File: src/sv/eab_pkg.sv
`timescale 1ns / 1ps
// shared types, constants and the rounding divider for the box blur core
// no dependencies
package eab_pkg;

    localparam int CHANNEL_BITS  = 8;
    localparam int PIXEL_BITS    = 3 * CHANNEL_BITS;
    localparam int SUM_BITS      = CHANNEL_BITS + 4;
    localparam int CNT_BITS      = 4;
    localparam int FW_BITS       = 11;
    localparam int FH_BITS       = 16;
    localparam int CFG_IDX_BITS  = 2;
    localparam int CFG_DATA_BITS = 16;
    localparam int DEF_MAX_WIDTH = 1024;
    localparam int RST_WIDTH     = 640;
    localparam int RST_HEIGHT    = 480;

    localparam logic [CFG_IDX_BITS-1:0] CFG_FRAME_WIDTH  = 2'd0;
    localparam logic [CFG_IDX_BITS-1:0] CFG_FRAME_HEIGHT = 2'd1;

    typedef enum logic [1:0] {
        S_IDLE,
        S_SHIFT,
        S_SUM,
        S_DIV
    } t_state;

    typedef struct packed {
        logic accept;
        logic shift;
        logic sum;
        logic load;
        logic row_sel;
        logic col_sel;
        logic last;
    } t_dp_cmd;

    typedef struct packed {
        logic r_ge1;
        logic r_last;
        logic c_ge1;
        logic c_last;
        logic out_free;
    } t_dp_status;

    // (2*sum + n) / (2*n) for n in 1,2,3,4,6,9; odd factors by reciprocal
    function automatic logic [CHANNEL_BITS-1:0] div_round(
        input logic [SUM_BITS-1:0] sum,
        input logic [CNT_BITS-1:0] n
    );
        logic [SUM_BITS:0]    x;
        logic [SUM_BITS:0]    y;
        logic [SUM_BITS+16:0] p;
        logic [SUM_BITS:0]    q;
        x = {sum, 1'b0} + {{(SUM_BITS+1-CNT_BITS){1'b0}}, n};
        y = '0;
        p = '0;
        q = '0;
        case (n)
            4'd1: q = x >> 1;
            4'd2: q = x >> 2;
            4'd4: q = x >> 3;
            4'd3: begin
                y = x >> 1;
                p = y * 17'd43691;
                q = (SUM_BITS+1)'(p >> 17);
            end
            4'd6: begin
                y = x >> 2;
                p = y * 17'd43691;
                q = (SUM_BITS+1)'(p >> 17);
            end
            4'd9: begin
                y = x >> 1;
                p = y * 17'd58255;
                q = (SUM_BITS+1)'(p >> 19);
            end
            default: q = x >> 1;
        endcase
        return q[CHANNEL_BITS-1:0];
    endfunction

endpackage

File: src/sv/eab_ctrl.sv
`timescale 1ns / 1ps
// sequencer for the box blur core: takes a word, then walks its results
// depends on eab_pkg
module eab_ctrl (
    input  logic                i_clk,
    input  logic                i_rst_n,
    input  logic                i_in_valid,
    input  eab_pkg::t_dp_status i_status,
    output eab_pkg::t_dp_cmd    o_cmd,
    output logic                o_in_stall
);
    import eab_pkg::*;

    t_state r_state, n_state;
    logic   r_row_sel, n_row_sel;
    logic   r_col_sel, n_col_sel;
    logic   r_has_r1, n_has_r1;
    logic   r_has_c1, n_has_c1;
    logic   r_c_first, n_c_first;
    logic   more_col, more_row;

    always_ff @(posedge i_clk) begin
        if (!i_rst_n) begin
            r_state   <= S_IDLE;
            r_row_sel <= 1'b0;
            r_col_sel <= 1'b0;
            r_has_r1  <= 1'b0;
            r_has_c1  <= 1'b0;
            r_c_first <= 1'b0;
        end else begin
            r_state   <= n_state;
            r_row_sel <= n_row_sel;
            r_col_sel <= n_col_sel;
            r_has_r1  <= n_has_r1;
            r_has_c1  <= n_has_c1;
            r_c_first <= n_c_first;
        end
    end

    always_comb begin
        n_state   = r_state;
        n_row_sel = r_row_sel;
        n_col_sel = r_col_sel;
        n_has_r1  = r_has_r1;
        n_has_c1  = r_has_c1;
        n_c_first = r_c_first;
        more_col  = !r_col_sel && r_has_c1;
        more_row  = !r_row_sel && r_has_r1;
        o_cmd     = '0;
        o_cmd.row_sel = r_row_sel;
        o_cmd.col_sel = r_col_sel;
        o_cmd.last    = !more_col && !more_row;
        o_in_stall    = 1'b1;
        case (r_state)
            S_IDLE: begin
                o_in_stall   = 1'b0;
                o_cmd.accept = i_in_valid;
                if (i_in_valid) begin
                    n_state = S_SHIFT;
                end
            end
            S_SHIFT: begin
                o_cmd.shift = 1'b1;
                n_has_r1    = i_status.r_last;
                n_has_c1    = i_status.c_last;
                n_c_first   = !i_status.c_ge1;
                n_row_sel   = !i_status.r_ge1;
                n_col_sel   = !i_status.c_ge1;
                if ((i_status.r_ge1 || i_status.r_last) &&
                    (i_status.c_ge1 || i_status.c_last)) begin
                    n_state = S_SUM;
                end else begin
                    n_state = S_IDLE;
                end
            end
            S_SUM: begin
                o_cmd.sum = 1'b1;
                n_state   = S_DIV;
            end
            S_DIV: begin
                if (i_status.out_free) begin
                    o_cmd.load = 1'b1;
                    if (more_col) begin
                        n_col_sel = 1'b1;
                        n_state   = S_SUM;
                    end else if (more_row) begin
                        n_row_sel = 1'b1;
                        n_col_sel = r_c_first;
                        n_state   = S_SUM;
                    end else begin
                        n_state = S_IDLE;
                    end
                end
            end
            default: n_state = S_IDLE;
        endcase
    end

endmodule

File: config.mk
export PLATFORM = sky130hd
export DESIGN_NAME = eab_ctrl
export DESIGN_NICKNAME = d
export VERILOG_FILES = /design/src/sv/eab_pkg.sv /design/src/sv/eab_ctrl.sv
export SDC_FILE = /design/constraint.sdc
export NUM_CORES = 1
export LEC_CHECK = 0
export ABC_CLOCK_PERIOD_IN_PS = 1100
export BUFFER_PORTS_ARGS = -buffer_cell sky130_fd_sc_hd__buf_4
export CORE_AREA = 5 5 42 44
export CTS_CLUSTER_SIZE = 40
export DETAILED_ROUTE_END_ITERATION = 10
export DIE_AREA = 0 0 47 49
export SLEW_MARGIN = 20
export SYNTH_ARGS = -nofsm -noshare
export SYNTH_HDL_FRONTEND = slang
export SYNTH_SLANG_ARGS = --single-unit
export TNS_END_PERCENT = 10
File: constraint.sdc
create_clock -name i_clk -period 1.1 [get_ports i_clk]
set_input_delay 0.22 -clock i_clk [delete_from_list [all_inputs] [get_ports i_clk]]
set_output_delay 0.22 -clock i_clk [all_outputs]
set_load 0.01 [all_outputs]
### Word-level counts from Yosys, hierarchy flattened

Cells that the tools add are included.

* register bits after elaboration: 7
* output and inout bits: 8
* logic and storage cells: 51
* input port bits: 8

* equal/unequal tests: 8
* reductions and logical operators: 17
* mux-type cells: 20

Operators by type and width (count)
* $mux W1: 12
* $mux W2: 5
* $ne A2 B2 Y1 const B: 4
* $pmux W2 S4: 1
* $logic_not A1 Y1: 6
* $eq A2 B2 Y1 const B: 2
* $logic_and A1 B1 Y1: 4
* $pmux W1 S2: 2
* $reduce_and A4 Y1: 1
* $ne A3 B3 Y1 const B: 1
* $reduce_and A3 Y1: 1
* $eq A2 B1 Y1 const B: 1
* $logic_not A2 Y1: 1
* $logic_or A1 B1 Y1: 2
* $reduce_and A2 Y1: 1
* $reduce_bool A2 Y1: 1

### Longest topological paths before layout

* depth after elaboration: 6
* depth in mapped cells: 5
* gate-level depth less buffers: 3

### Least setup slack after synthesis

Ideal clock, no wire load.

* path kind: flip-flop to output port
* start point: reg r_state[0]
* end point: out o_cmd[6] (netlist name)
* buffers on the path: 1
* path slack: -0.040 ns
* data required time: 0.880 ns
* stages on the path, launching flop included: 4
* arrival time: 0.920 ns
* cells stage by stage: dfxtp_1 > buf_4 > or2_2 > nor2_1

RTL lines
* start, declared: RTL line eab_ctrl.sv:14 `t_state r_state, n_state;`
* start signal, assigned: RTL line eab_ctrl.sv:31 `r_state <= n_state;`
* end, declared: RTL line eab_ctrl.sv:9 `output eab_pkg::t_dp_cmd o_cmd,`

==> results <==
- The flow ran to the end, but the final reports show violations.
- The final reports fail on setup timing.
- The number of hold buffers added after CTS was 0.
- The critical path capture point type is an output port.
- Summed over all nets, the switching power comes to 236 uW.
- STA classifies the critical path startpoint as a flip-flop.
- The antenna violation net count after detailed routing is 0.
- Counting along the longest clock path gives a buffer depth of 2.
- Cell internal power was estimated by the tool at 568 uW.
- The clock skew after layout is 0.00373 ns.
- The cell sitting at the root of the clock tree is a sky130_fd_sc_hd__clkbuf_4.
- In this run the top signal layer used is met4.
- The count of maximum capacitance violations is 0.
- The cell type with the largest total area after synthesis is sky130_fd_sc_hd__dfxtp_1.
- Ranked by total cell area, the synthesized netlist is headed by sky130_fd_sc_hd__dfxtp_1, sky130_fd_sc_hd__mux2i_1, sky130_fd_sc_hd__buf_4, sky130_fd_sc_hd__nor2_1, sky130_fd_sc_hd__nor2b_1.
- The share of total power dissipated in combinational logic is 0.321.
- The library cells used most frequently in the layout, excluding fill and tap cells, are sky130_fd_sc_hd__buf_4, sky130_fd_sc_hd__buf_6, sky130_fd_sc_hd__nor2_1, sky130_fd_sc_hd__dfxtp_2.
- TritonCTS built the clock tree.
- The wire-length estimate of the detail-placed layout is 791 um.
- The power per cell area is 1290 mW/mm^2.
- The wire length of the first global-routing pass is 1680 um.
- Of the total power, the share spent switching nets is 0.293.
- For this run, the slowest stage of the critical path takes 0.34 ns.
- The arrival time at the worst endpoint is 1.04 ns.
- The number of antenna violations at the first check in global routing was 0.
- For this run, the share of the core covered by cells in the final layout is 0.443.
- Pin placement for this block handled 16 I/O pins.
- The average cell area after synthesis is 8.97 sq um.
- The number of endpoints with negative hold slack in the final report came to 0.
- The clock-pin slew of the registers on the worst-case setup and hold paths is 0.06 ns.
- The most common library cell in the layout ignoring fill and taps is sky130_fd_sc_hd__buf_4.
- The chip width is 47 um.
- The number of vias per cell after detailed routing is 4.86.
- Global routing finished with a remaining overflow of 0.
- The number of pins exceeding their max-slew limit in the final report is 0.
- The CTS H-tree depth is 1.
- The slew of the pin with the lowest slew margin is 0.256 ns.
- For this run, the total global-route usage over all layers was measured as 0.103.
- The family with the most delay on the worst path is simple AND/OR/NAND/NOR gates.
- The count of unique library cells instantiated by Yosys is 20.
- The die footprint is 0.00230 sq mm.
- The maximum vdd ir drop is 0.000659 V.
- By startpoint and endpoint, the worst setup path is classified as reg2out.
- The final worst hold slack is 0.162 ns.
- The wire length on met2 is 479 um.
- Routability-driven placement finished with a final weighted congestion of 0.787.
- The number of design-rule violations left by the first detailed-router iteration is 10.
- The register bit count reported by yosys is 7.
- In this run the tightest slew margin relative to its limit is 0.829.
- The final critical path time including I/O delays and setup is 1.26 ns.
- The number of global-route vias before repair is 388.
- Of the total power, registers draw 0.380.
- The first-pass iteration count of the detailed router is 4.
- The maximum fanout along the worst path is 5.
- The via count of the routed design is 389.
- The die is 49 um tall.
- The number of input and output port buffers inserted is 15.
- Before CTS, the worst setup slack after placement is 0.0226 ns.
- The share of total power dissipated in the clock network is 0.299.
- 0 antenna diodes ended up in the layout.
- The overall routed net length is 1020 um.
- Entering global routing, the biggest net connects 7 pins.
- The routed wire length per instance is 12.8 um.
- For this design, the slowest cell found on the critical path is sky130_fd_sc_hd__dfxtp_2.
- Traced cell by cell, the critical path runs through or2_4 -> nor2_4 -> buf_6.
- For this block, wires on met1 add up to 419 um.
- After floorplanning, the core was sized to cover 0.00140 sq mm.
- The total number of placement rows is 14.
- Counting every sink on the clock net gives 7.
- The path class of the tightest hold or removal check is in2reg.
- The number of design rule violations left after detail routing is 0.
- After layout, the worst setup slack is -0.156 ns.
- The clock latency on the worst-skew pair is 0.25 ns.
- Setup violations remaining at the end of the flow were counted as 7.
- The initial utilization of the core area, before any placement, comes to 0.269.
- Setup repair after global routing could not meet its margin everywhere.
- The fmax is 796 MHz.
- The area share of the leading cell type in the synthesized netlist is 0.372.
- For this design the static power due to leakage is 0.271 nW.
- The design draws 803 uW.
- Counting every net in the synthesized netlist gives 50.
- In the final design database the tool counted 73 nets.
- Of the synthesized area, sequential elements account for 0.372.
- The critical path buffer and inverter count is 1.
- Clock tree synthesis inserted a total of 3 buffers.
- The worst path required time is 0.88 ns.
- The area added between synthesis and finish is 64.8%.
- In the final layout, the share of cells above drive strength 1 is 0.625.
- The cell area after synthesis is 377 sq um.
- The period utilization is 1.14.
- The length of routed met3 wiring is 82 um.
- The number of instances in the synthesized netlist is 42.
- The count of yosys warnings during synthesis is 0.
## layout make-up
cell class	instances	area, sq um
Clock buffer	4	26.3
Fill cell	139	781
Inverter	3	11.3
Multi-Input combinational cell	28	230
Sequential cell	7	149
Tap cell	16	20.0
Timing Repair Buffer	22	184
## worst reg2reg max path: cells and delay by family, from the launching register on
kind	cells	cell delay, ns
flops	1	0.37
buf+inv	2	0.26
simple gates	2	0.18
compound gates	1	0.21
## timing repair
item / CTS / global route
resized for setup: 19 / 1
endpoints found under the setup margin: 6 / 11
pin swaps: 1 / 0
hold endpoints to repair: 0 / 0
buffers inserted: 2 / 0
## logic make-up after synthesis
family	synth area share
flip-flops	0.372
buffers and inverters	0.110
AND/OR/NAND/NOR	0.213
AO/OA/AOI/OAI	0.226
multiplexers	0.0797
## Yosys cell counts (all sizes together)
cell and count:
a21oi 1, a21bo 1, inv 3, o21ai 1
mux2i 3, or2 1, a221oi 2, and3 1
nor2 7, nor2b 3, buf 4, a211oi 1
dfxtp 7, o311ai 2, nand2b 1, nand4b 1
o221ai 1, nand2 2
## routing by layer
metal / global-route usage / vias to the layer above
li1: - / 192
met1: 0.115 / 170
met2: 0.152 / 19
met3: 0.0332 / 8
met4: 0.0829 / 0
met5: 0 / -
## power by group through the flow
stage	combinational, mW	sequential, mW	clock, mW
after floorplan	0.131	0.295	0
after global placement	0.216	0.302	0
after detailed placement	0.218	0.302	0
after CTS	0.257	0.304	0.250
after global routing	0.275	0.309	0.269
final	0.258	0.305	0.241
## worst paths after layout
path                           start  cells after the start                      end  slack (ns)
max          r_state[1]$_SDFFE_PN0P_                      3                 o_cmd[6]       -0.16
min                      i_status[4]                      2   r_row_sel$_SDFFE_PN0P_        0.16
max reg2reg  r_state[0]$_SDFFE_PN0P_                      5   r_row_sel$_SDFFE_PN0P_           0
min reg2reg  r_state[0]$_SDFFE_PN0P_                      1  r_state[0]$_SDFFE_PN0P_        0.47
## sequential cells by signal, summed over array words and instances, names as in the netlist
register and flops:
r_c_first 1, r_has_c1 1, r_row_sel 1, r_col_sel 1
r_state 2, r_has_r1 1
## stage by stage
step	instance area (sq um)	TNS (ns)	instances
final	621	-0.677	80
after global routing	621	-1.08	80
after CTS	619	-0.712	80
after detailed placement	524	0	74
after global placement	524	0	74
after floorplan	384	0	42
Power figures use the tool's default switching activity.
